--- src/hdl/pipi_pkg.sv ---
package pipi_pkg;

    // field widths
    localparam int ROUNDS_W = 16;
    localparam int SETTLE_W = 8;
    localparam int VBUS_W   = 16;
    localparam int PERIOD_W = 20;
    localparam int CUR_W    = 16;
    localparam int SUM_W    = 33;
    localparam int TOTAL_W  = SUM_W + 2;
    localparam int DEN_W    = TOTAL_W - 1;
    localparam int PROD1_W  = VBUS_W + PERIOD_W;
    localparam int PROD2_W  = PROD1_W + ROUNDS_W;
    localparam int NUM_W    = PROD2_W + 1;
    localparam int RES_W    = 32;
    localparam int DIV_CNT_W = $clog2(NUM_W);

    // apb register map
    localparam int PADDR_W = 4;
    localparam logic [1:0] REG_TARGET_ROUNDS = 2'd0;
    localparam logic [1:0] REG_SETTLE_TICKS  = 2'd1;
    localparam logic [1:0] REG_BUS_VOLTAGE   = 2'd2;
    localparam logic [1:0] REG_CARRIER_NS    = 2'd3;

    // register reset values
    localparam logic [ROUNDS_W-1:0] RST_TARGET_ROUNDS = 16'd100;
    localparam logic [SETTLE_W-1:0] RST_SETTLE_TICKS  = 8'd50;
    localparam logic [VBUS_W-1:0]   RST_BUS_VOLTAGE   = 16'd24000;
    localparam logic [PERIOD_W-1:0] RST_CARRIER_NS    = 20'd50000;

    typedef struct packed {
        logic signed [CUR_W-1:0] current_a_ma;
        logic signed [CUR_W-1:0] current_b_ma;
        logic signed [CUR_W-1:0] current_c_ma;
    } in_t;

    typedef struct packed {
        logic             drive_a_high;
        logic             drive_b_high;
        logic             drive_c_high;
        logic             finished;
        logic [RES_W-1:0] inductance_nh;
        logic             fault;
    } out_t;

    typedef struct packed {
        logic [ROUNDS_W-1:0] target_rounds;
        logic [SETTLE_W-1:0] settle_ticks;
        logic [VBUS_W-1:0]   bus_voltage_mv;
        logic [PERIOD_W-1:0] carrier_period_ns;
    } cfg_t;

    // controller to datapath
    typedef struct packed {
        logic tick;
        logic mul_vp;
        logic mul_r;
        logic div_start;
        logic load_fault;
        logic load_quot;
    } cmd_t;

    // datapath to controller
    typedef struct packed {
        logic report_req;
        logic total_pos;
        logic div_done;
    } status_t;

endpackage

--- src/hdl/pipi_div.sv ---
module pipi_div (
    input  logic                       aclk,
    input  logic                       aresetn,
    input  logic                       start,
    input  logic [pipi_pkg::NUM_W-1:0] num,
    input  logic [pipi_pkg::DEN_W-1:0] den,
    output logic                       done,
    output logic [pipi_pkg::NUM_W-1:0] quo
);
    import pipi_pkg::*;

    logic                 busy_reg, busy_next;
    logic                 done_reg, done_next;
    logic [DIV_CNT_W-1:0] cnt_reg, cnt_next;
    logic [DEN_W-1:0]     rem_reg, rem_next;
    logic [NUM_W-1:0]     quo_reg, quo_next;
    logic [DEN_W:0]       trial;
    logic [DEN_W:0]       diff;
    logic                 fits;

    // one restoring step per cycle, quotient bits shift in as dividend shifts out
    always_comb begin
        trial     = {rem_reg, quo_reg[NUM_W-1]};
        diff      = trial - {1'b0, den};
        fits      = (trial >= {1'b0, den});
        busy_next = busy_reg;
        done_next = 1'b0;
        cnt_next  = cnt_reg;
        rem_next  = rem_reg;
        quo_next  = quo_reg;
        if (start) begin
            busy_next = 1'b1;
            cnt_next  = '0;
            rem_next  = '0;
            quo_next  = num;
        end else if (busy_reg) begin
            rem_next = fits ? diff[DEN_W-1:0] : trial[DEN_W-1:0];
            quo_next = {quo_reg[NUM_W-2:0], fits};
            cnt_next = cnt_reg + 1'b1;
            if (cnt_reg == DIV_CNT_W'(NUM_W - 1)) begin
                busy_next = 1'b0;
                done_next = 1'b1;
            end
        end
    end

    // control state
    always_ff @(posedge aclk) begin
        if (!aresetn) begin
            busy_reg <= 1'b0;
            done_reg <= 1'b0;
            cnt_reg  <= '0;
        end else begin
            busy_reg <= busy_next;
            done_reg <= done_next;
            cnt_reg  <= cnt_next;
        end
    end

    // working registers
    always_ff @(posedge aclk) begin
        rem_reg <= rem_next;
        quo_reg <= quo_next;
    end

    assign done = done_reg;
    assign quo  = quo_reg;

endmodule

--- src/hdl/pipi_dpath.sv ---
module pipi_dpath (
    input  logic               aclk,
    input  logic               aresetn,
    input  pipi_pkg::cfg_t     cfg,
    input  pipi_pkg::in_t      in_data,
    input  pipi_pkg::cmd_t     cmd,
    output pipi_pkg::status_t  status,
    output pipi_pkg::out_t     out_data
);
    import pipi_pkg::*;

    localparam logic [3:0] STEP_WAIT_A   = 4'd0;
    localparam logic [3:0] STEP_OFF      = 4'd1;
    localparam logic [3:0] STEP_PULSE_A  = 4'd2;
    localparam logic [3:0] STEP_SAMPLE_A = 4'd3;
    localparam logic [3:0] STEP_WAIT_B   = 4'd4;
    localparam logic [3:0] STEP_PULSE_B  = 4'd5;
    localparam logic [3:0] STEP_SAMPLE_B = 4'd6;
    localparam logic [3:0] STEP_WAIT_C   = 4'd7;
    localparam logic [3:0] STEP_PULSE_C  = 4'd8;
    localparam logic [3:0] STEP_SAMPLE_C = 4'd9;
    localparam logic [3:0] STEP_ROUND    = 4'd10;

    // drive pattern bits: bit0 a, bit1 b, bit2 c
    localparam logic [2:0] PAT_OFF = 3'b000;
    localparam logic [2:0] PAT_A   = 3'b001;
    localparam logic [2:0] PAT_B   = 3'b010;
    localparam logic [2:0] PAT_C   = 3'b100;

    logic [3:0]              step_reg, step_next;
    logic [SETTLE_W-1:0]     wait_reg, wait_next;
    logic [ROUNDS_W-1:0]     rounds_reg, rounds_next;
    logic signed [SUM_W-1:0] sum_a_reg, sum_a_next;
    logic signed [SUM_W-1:0] sum_b_reg, sum_b_next;
    logic signed [SUM_W-1:0] sum_c_reg, sum_c_next;
    logic [2:0]              drive_reg, drive_next;
    logic                    reported_reg, reported_next;
    logic [SETTLE_W-1:0]     wait_inc;
    logic                    running;

    logic [PROD1_W-1:0]        prod1_reg;
    logic [PROD2_W-1:0]        prod2_reg;
    logic signed [TOTAL_W-1:0] total;
    logic                      div_done;
    logic [NUM_W-1:0]          quo;
    out_t                      out_reg, out_next;

    assign running  = (rounds_reg < cfg.target_rounds);
    assign wait_inc = wait_reg + 1'b1;

    // pulse sequencer, advanced once per tick
    always_comb begin
        step_next     = step_reg;
        wait_next     = wait_reg;
        rounds_next   = rounds_reg;
        sum_a_next    = sum_a_reg;
        sum_b_next    = sum_b_reg;
        sum_c_next    = sum_c_reg;
        drive_next    = drive_reg;
        reported_next = reported_reg;
        if (cmd.tick) begin
            if (running) begin
                unique case (step_reg)
                    STEP_WAIT_A, STEP_WAIT_B, STEP_WAIT_C: begin
                        if (wait_inc >= cfg.settle_ticks) begin
                            wait_next = '0;
                            step_next = step_reg + 1'b1;
                        end else begin
                            wait_next = wait_inc;
                        end
                    end
                    STEP_OFF: begin
                        drive_next = PAT_OFF;
                        step_next  = step_reg + 1'b1;
                    end
                    STEP_PULSE_A: begin
                        drive_next = PAT_B | PAT_C;
                        step_next  = step_reg + 1'b1;
                    end
                    STEP_SAMPLE_A: begin
                        sum_a_next = sum_a_reg + SUM_W'(in_data.current_a_ma);
                        drive_next = PAT_OFF;
                        step_next  = step_reg + 1'b1;
                    end
                    STEP_PULSE_B: begin
                        drive_next = PAT_A | PAT_C;
                        step_next  = step_reg + 1'b1;
                    end
                    STEP_SAMPLE_B: begin
                        sum_b_next = sum_b_reg + SUM_W'(in_data.current_b_ma);
                        drive_next = PAT_OFF;
                        step_next  = step_reg + 1'b1;
                    end
                    STEP_PULSE_C: begin
                        drive_next = PAT_A | PAT_B;
                        step_next  = step_reg + 1'b1;
                    end
                    STEP_SAMPLE_C: begin
                        sum_c_next = sum_c_reg + SUM_W'(in_data.current_c_ma);
                        drive_next = PAT_OFF;
                        step_next  = step_reg + 1'b1;
                    end
                    STEP_ROUND: begin
                        rounds_next = rounds_reg + 1'b1;
                        step_next   = STEP_WAIT_A;
                    end
                    default: begin
                        step_next = STEP_WAIT_A;
                    end
                endcase
            end else begin
                drive_next    = PAT_OFF;
                reported_next = 1'b1;
            end
        end
    end

    // sequencer state
    always_ff @(posedge aclk) begin
        if (!aresetn) begin
            step_reg     <= STEP_WAIT_A;
            wait_reg     <= '0;
            rounds_reg   <= '0;
            sum_a_reg    <= '0;
            sum_b_reg    <= '0;
            sum_c_reg    <= '0;
            drive_reg    <= PAT_OFF;
            reported_reg <= 1'b0;
        end else begin
            step_reg     <= step_next;
            wait_reg     <= wait_next;
            rounds_reg   <= rounds_next;
            sum_a_reg    <= sum_a_next;
            sum_b_reg    <= sum_b_next;
            sum_c_reg    <= sum_c_next;
            drive_reg    <= drive_next;
            reported_reg <= reported_next;
        end
    end

    // current total, held steady while the result is worked out
    assign total = TOTAL_W'(sum_a_reg) + TOTAL_W'(sum_b_reg) + TOTAL_W'(sum_c_reg);

    // numerator in two multiply stages: vbus * period, then * rounds
    always_ff @(posedge aclk) begin
        if (cmd.mul_vp) begin
            prod1_reg <= PROD1_W'(cfg.bus_voltage_mv) * PROD1_W'(cfg.carrier_period_ns);
        end
        if (cmd.mul_r) begin
            prod2_reg <= PROD2_W'(prod1_reg) * PROD2_W'(rounds_reg);
        end
    end

    pipi_div u_div (
        .aclk    (aclk),
        .aresetn (aresetn),
        .start   (cmd.div_start),
        .num     ({prod2_reg, 1'b0}),
        .den     (total[DEN_W-1:0]),
        .done    (div_done),
        .quo     (quo)
    );

    // result register
    always_comb begin
        out_next = out_reg;
        if (cmd.tick) begin
            out_next.drive_a_high  = drive_next[0];
            out_next.drive_b_high  = drive_next[1];
            out_next.drive_c_high  = drive_next[2];
            out_next.finished      = 1'b0;
            out_next.inductance_nh = '0;
            out_next.fault         = 1'b0;
        end else if (cmd.load_fault) begin
            out_next.finished      = 1'b1;
            out_next.inductance_nh = '0;
            out_next.fault         = 1'b1;
        end else if (cmd.load_quot) begin
            out_next.finished      = 1'b1;
            out_next.inductance_nh = (|quo[NUM_W-1:RES_W]) ? '1 : quo[RES_W-1:0];
            out_next.fault         = 1'b0;
        end
    end

    always_ff @(posedge aclk) begin
        out_reg <= out_next;
    end

    assign out_data          = out_reg;
    assign status.report_req = !running && !reported_reg;
    assign status.total_pos  = !total[TOTAL_W-1] && (|total);
    assign status.div_done   = div_done;

endmodule

--- src/hdl/pipi_ctrl.sv ---
module pipi_ctrl (
    input  logic              aclk,
    input  logic              aresetn,
    input  logic              s_valid,
    output logic              s_ready,
    output logic              m_valid,
    input  logic              m_ready,
    input  pipi_pkg::status_t status,
    output pipi_pkg::cmd_t    cmd
);
    import pipi_pkg::*;

    localparam logic [2:0] ST_IDLE     = 3'd0;
    localparam logic [2:0] ST_MUL_VP   = 3'd1;
    localparam logic [2:0] ST_MUL_R    = 3'd2;
    localparam logic [2:0] ST_DIV_GO   = 3'd3;
    localparam logic [2:0] ST_DIV_WAIT = 3'd4;

    logic [2:0] state_reg, state_next;
    logic       m_valid_reg, m_valid_next;
    logic       accept;

    // a new request is taken in idle once the result slot is free or draining
    assign s_ready = (state_reg == ST_IDLE) && (!m_valid_reg || m_ready);
    assign accept  = s_valid && s_ready;

    always_comb begin
        state_next   = state_reg;
        m_valid_next = m_valid_reg && !m_ready;
        cmd          = '0;
        unique case (state_reg)
            ST_IDLE: begin
                if (accept) begin
                    cmd.tick = 1'b1;
                    if (status.report_req) begin
                        state_next = ST_MUL_VP;
                    end else begin
                        m_valid_next = 1'b1;
                    end
                end
            end
            ST_MUL_VP: begin
                if (status.total_pos) begin
                    cmd.mul_vp = 1'b1;
                    state_next = ST_MUL_R;
                end else begin
                    cmd.load_fault = 1'b1;
                    m_valid_next   = 1'b1;
                    state_next     = ST_IDLE;
                end
            end
            ST_MUL_R: begin
                cmd.mul_r  = 1'b1;
                state_next = ST_DIV_GO;
            end
            ST_DIV_GO: begin
                cmd.div_start = 1'b1;
                state_next    = ST_DIV_WAIT;
            end
            ST_DIV_WAIT: begin
                if (status.div_done) begin
                    cmd.load_quot = 1'b1;
                    m_valid_next  = 1'b1;
                    state_next    = ST_IDLE;
                end
            end
            default: begin
                state_next = ST_IDLE;
            end
        endcase
    end

    always_ff @(posedge aclk) begin
        if (!aresetn) begin
            state_reg   <= ST_IDLE;
            m_valid_reg <= 1'b0;
        end else begin
            state_reg   <= state_next;
            m_valid_reg <= m_valid_next;
        end
    end

    assign m_valid = m_valid_reg;

endmodule

--- src/hdl/phase_inductance_pulse_identifier_top.sv ---
// phase inductance identifier, voltage pulse method
// s_ channel: one request per pwm tick carrying the three phase current samples.
// m_ channel: exactly one result per request, with the phase drive commands in
//   force after that tick; finished pulses once with inductance_nh and fault.
// apb port: target_rounds at 0x0, settle_ticks at 0x4, bus_voltage_mv at 0x8,
//   carrier_period_ns at 0xc; write only while the block is idle.
// an ordinary tick's result is valid in the cycle after it is accepted.
// the reporting tick runs the vbus*period and *rounds multiply steps and a
//   restoring divider that retires one quotient bit per cycle for 53 bits;
//   a non-positive current sum skips the divider and reports a fault.
// throughput: one request at a time; the next is taken in the cycle the previous
//   result is taken, so with m_ready high ordinary ticks run at one per cycle.
// a stalled receiver holds the result in the output register and s_ready
//   stays low until it is taken.
// reset: synchronous active-low aresetn clears the sequencer, sums, round count
//   and drive pattern and loads the register defaults; m_data is not reset.
module phase_inductance_pulse_identifier_top (
    input  logic                         aclk,
    input  logic                         aresetn,
    input  logic                         s_valid,
    output logic                         s_ready,
    input  pipi_pkg::in_t                s_data,
    output logic                         m_valid,
    input  logic                         m_ready,
    output pipi_pkg::out_t               m_data,
    input  logic                         psel,
    input  logic                         penable,
    input  logic                         pwrite,
    input  logic [pipi_pkg::PADDR_W-1:0] paddr,
    input  logic [31:0]                  pwdata,
    output logic [31:0]                  prdata,
    output logic                         pready
);
    import pipi_pkg::*;

    cfg_t    cfg_reg, cfg_next;
    cmd_t    cmd;
    status_t status;
    logic    wr_en;

    // register writes
    assign wr_en  = psel && penable && pwrite;
    assign pready = 1'b1;

    always_comb begin
        cfg_next = cfg_reg;
        if (wr_en) begin
            unique case (paddr[3:2])
                REG_TARGET_ROUNDS: cfg_next.target_rounds     = pwdata[ROUNDS_W-1:0];
                REG_SETTLE_TICKS:  cfg_next.settle_ticks      = pwdata[SETTLE_W-1:0];
                REG_BUS_VOLTAGE:   cfg_next.bus_voltage_mv    = pwdata[VBUS_W-1:0];
                REG_CARRIER_NS:    cfg_next.carrier_period_ns = pwdata[PERIOD_W-1:0];
                default:           cfg_next = cfg_reg;
            endcase
        end
    end

    always_ff @(posedge aclk) begin
        if (!aresetn) begin
            cfg_reg.target_rounds     <= RST_TARGET_ROUNDS;
            cfg_reg.settle_ticks      <= RST_SETTLE_TICKS;
            cfg_reg.bus_voltage_mv    <= RST_BUS_VOLTAGE;
            cfg_reg.carrier_period_ns <= RST_CARRIER_NS;
        end else begin
            cfg_reg <= cfg_next;
        end
    end

    // register reads
    always_comb begin
        unique case (paddr[3:2])
            REG_TARGET_ROUNDS: prdata = 32'(cfg_reg.target_rounds);
            REG_SETTLE_TICKS:  prdata = 32'(cfg_reg.settle_ticks);
            REG_BUS_VOLTAGE:   prdata = 32'(cfg_reg.bus_voltage_mv);
            REG_CARRIER_NS:    prdata = 32'(cfg_reg.carrier_period_ns);
            default:           prdata = '0;
        endcase
    end

    pipi_ctrl u_ctrl (
        .aclk    (aclk),
        .aresetn (aresetn),
        .s_valid (s_valid),
        .s_ready (s_ready),
        .m_valid (m_valid),
        .m_ready (m_ready),
        .status  (status),
        .cmd     (cmd)
    );

    pipi_dpath u_dpath (
        .aclk     (aclk),
        .aresetn  (aresetn),
        .cfg      (cfg_reg),
        .in_data  (s_data),
        .cmd      (cmd),
        .status   (status),
        .out_data (m_data)
    );

endmodule

--- config.mk ---
export PLATFORM = sky130hd
export DESIGN_NAME = phase_inductance_pulse_identifier_top
export DESIGN_NICKNAME = d
export VERILOG_FILES = /design/src/hdl/pipi_pkg.sv /design/src/hdl/pipi_div.sv /design/src/hdl/pipi_dpath.sv /design/src/hdl/pipi_ctrl.sv /design/src/hdl/phase_inductance_pulse_identifier_top.sv
export SDC_FILE = /design/constraint.sdc
export NUM_CORES = 2
export LEC_CHECK = 0
export ABC_AREA = 1
export BUFFER_PORTS_ARGS = -buffer_cell sky130_fd_sc_hd__buf_2
export CAP_MARGIN = 20
export CORE_UTILIZATION = 58
export CTS_CLUSTER_SIZE = 12
export DETAILED_ROUTE_END_ITERATION = 10
export PLACE_DENSITY = 0.75
export SKIP_LAST_GASP = 1
export SLEW_MARGIN = 20
export SYNTH_ARGS = -nofsm -noshare
export SYNTH_HDL_FRONTEND = slang
export SYNTH_SLANG_ARGS = --single-unit
--- constraint.sdc ---
create_clock -name aclk -period 16.8 [get_ports aclk]
set_input_delay 0 -clock aclk [delete_from_list [all_inputs] [get_ports aclk]]
set_output_delay 0 -clock aclk [all_outputs]
set_load 0.01 [all_outputs]
==> results.py <==
metrics = {
    "floorplan": {
        "ioPinCount": 163,
        "start_util": 0.585,
        "die_area_mm2": 0.0971,
        "die_x_um": 312,
        "fp.coreArea_mm2": 0.0950,
        "fp-row-count": 113,
        "die_y_um": 312,
    },
    "final_layout": {
        "layout.nets": 8612,
        "layout_common_cells": "nand2_1 (1804), inv_1 (1650), fa_1 (762)",
        "n_antenna_cell": 0,
        "largest_reg_flops": 60,
        "layout.cells.non_filler": 8637,
        "final_area_mm2": 0.0594,
        "area_delta_synth_final_pct": 6.85,
        "layout_commonest_cell": "nand2_1",
        "finalCoreUtilization": 0.625,
        "layout-drive-gt1-share": 0.0460,
    },
    "timing": {
        "finalCritPeriodShare": 0.421,
        "fmax_mhz": 142,
        "setup_viol": 0,
        "drv_slew": 0,
        "period_minus_slack_ps": 7070,
        "layout_setup_ws_ps": 9730,
        "hold_slack_ps": 37.1,
        "skew_ps": 30.8,
        "tightestPinTransition_ps": 1210,
        "hold_violations": 0,
        "setup_tns_ps": 0,
        "max_slew_margin": 0.192,
        "rsz0062_at_grt": "false",
    },
    "clock_network": {
        "cts_setup_buffers": 0,
        "cts-root-buf": "clkbuf_16",
        "clk_pin_slew_ps": 60,
        "clock_sinks": 415,
        "clk_path_buf_depth": 3,
        "htreeDepth": 2,
        "cts_buffers": 50,
        "post_cts_resize_count": 0,
        "clk-insertion-delay-late_ps": 650,
        "postCtsHoldBufs": 70,
        "cts_tree": "yes",
    },
    "synthesis": {
        "seq_area_frac_synth": 0.175,
        "synthFlopType": "dfxtp_1",
        "ys_warn_count": 0,
        "ys_types": 60,
        "ys_ff_latch": 415,
        "synthArstFlopShare": 0,
        "synthCells": 7331,
        "synth_edf_count": 143,
        "avgSynthCellArea_um2": 7.58,
        "syn_area_mm2": 0.0556,
    },
    "detailed_routing": {
        "wire_per_inst_um": 17.5,
        "dr.pass1.iters": 6,
        "wl_um": 151000,
        "vias_per_cell": 5.51,
        "first_iter_violations": 3726,
        "drc_errors": 0,
        "ant_nets": 0,
        "vias": 47600,
    },
    "power": {
        "power_frac_clock": 0.334,
        "switchingPower_mw": 1.26,
        "p_leak_nw": 31.7,
        "p_sw_frac": 0.364,
        "p_int_mw": 2.21,
        "peakVddDrop_v": 0.0000701,
        "power.density_mw_per_mm2": 58.5,
        "finalPower_mw": 3.48,
        "pwr-share-seq": 0.323,
        "p_comb_frac": 0.342,
    },
    "critical_path": {
        "critPathMostFrequentCell": "fa_1",
        "path_cells": "buf_4 -> nand2_1 -> fa_1 -> inv_1 -> fa_1 -> fa_1 -> fa_1 -> fa_1 -> inv_1 -> fa_1 -> inv_1 -> ha_1 -> nand2_1 -> inv_1 -> nand2_1 -> nor2_1 -> nand3_1 -> o21ai_0 -> nand2_1 -> nand2_1 -> a31oi_1 -> xor2_1",
        "cpPeakStageDelay_ps": 660,
        "path_max_fanout": 36,
        "worstPathRequired_ps": 17170,
        "end_kind": "flip-flop",
        "cp-start-kind": "flip-flop",
        "worstPathArrival_ps": 7440,
        "slowest_stage": "o21ai_0",
        "critical_path_class": "reg2reg",
    },
    "place": {
        "place_area_mm2": 0.0569,
        "post-place-cells": 8475,
        "hpwl_um": 114000,
        "gp_congestion": 0.968,
        "post-place-ws_ps": 9910,
        "io_buffers": 135,
    },
    "global_route": {
        "grt_first_pass_wirelength_um": 249000,
        "grt_max_degree": 74,
        "overflow": 0,
        "grt_pass1_vias": 49000,
        "grt_use_total": 0.318,
        "antenna_found_initial": 0,
    },
    "worst_hold_path": {
        "min_path_type": "in2reg",
    },
    "run": {
        "maxCapViolations": 0,
    },
    "status": {
        "status": "finished, final reports clean",
    },
}
[final timing paths]
path	start	end	slack (ps)	depth (start not counted)
setup / recovery	u_dpath.rounds_reg[8]	u_dpath.prod2_reg[51]	9730	22
hold / removal	s_data[5]	u_dpath.sum_c_reg[5]	40	4
setup reg to reg	u_dpath.rounds_reg[8]	u_dpath.prod2_reg[51]	9730	22
hold reg to reg	u_dpath.reported_reg	u_dpath.reported_reg	470	2
[critical path, delay by kind of cell (launching register included)]
family	cells	cell delay, ps
compound gates	2	800
xor+xnor	1	160
fa+ha+maj	7	3480
buf+inv	5	830
flops	1	540
simple gates	7	970
[cells by family after synthesis]
kind of cell	share of synthesized area
and+or+nand+nor	0.184
buffers and inverters	0.135
adders and majority gates	0.370
AOI/OAI and AO/OA	0.102
DFF	0.175
xor gates and xnor gates	0.0339
other	0.000135
[per-layer routing]
| layer | track usage | share of wire | up-vias |
|---|---|---|---|
| met3 | 0.0381 | 0.067 | 467 |
| met1 | 0.396 | 0.40 | 23100 |
| met5 | 0 | 0 | - |
| li1 | - | - | 22400 |
| met2 | 0.553 | 0.49 | 1715 |
| met4 | 0.141 | 0.046 | 0 |
[power by group through the flow]
stage	logic, mW	registers, mW	clock network [mW]
finish	1.19	1.12	1.16
global route	1.35	1.13	1.22
CTS	1.19	1.12	1.18
detailed placement	1.16	1.14	0
global placement	1.15	1.14	0
floorplan	0.878	1.13	0
[layout make-up]
class,instances,area (µm²)
fillers,8342,35600
inverters,1656,6220
well taps,1265,1580
multi-input cells,4961,38400
flip-flops and latches,415,9740
clock inverters,18,254
clock buffers,73,1470
repair buffers,249,1720
[synthesized netlist by cell type, drive strengths merged, types with 8 or more instances]
cell / n / area share
o21a: 13 / 0.0018
a21o: 28 / 0.0038
nand2: 1823 / 0.12
buf: 70 / 0.0070
nand3: 175 / 0.016
fa: 762 / 0.27
a31oi: 34 / 0.0038
nor2: 360 / 0.026
o21bai: 14 / 0.0019
edfxtp: 143 / 0.077
clkbuf: 240 / 0.016
a21oi: 455 / 0.041
ha: 426 / 0.096
a22o: 8 / 0.0013
nor3: 62 / 0.0063
xnor2: 112 / 0.018
o21ai: 395 / 0.036
inv: 1656 / 0.11
o211ai: 36 / 0.0049
nand3b: 17 / 0.0023
dfxtp: 272 / 0.098
nand4: 36 / 0.0041
nor4: 25 / 0.0031
xor2: 103 / 0.016
a21boi: 14 / 0.0019
o2111ai: 10 / 0.0016
(Power assumes the default switching activity.)
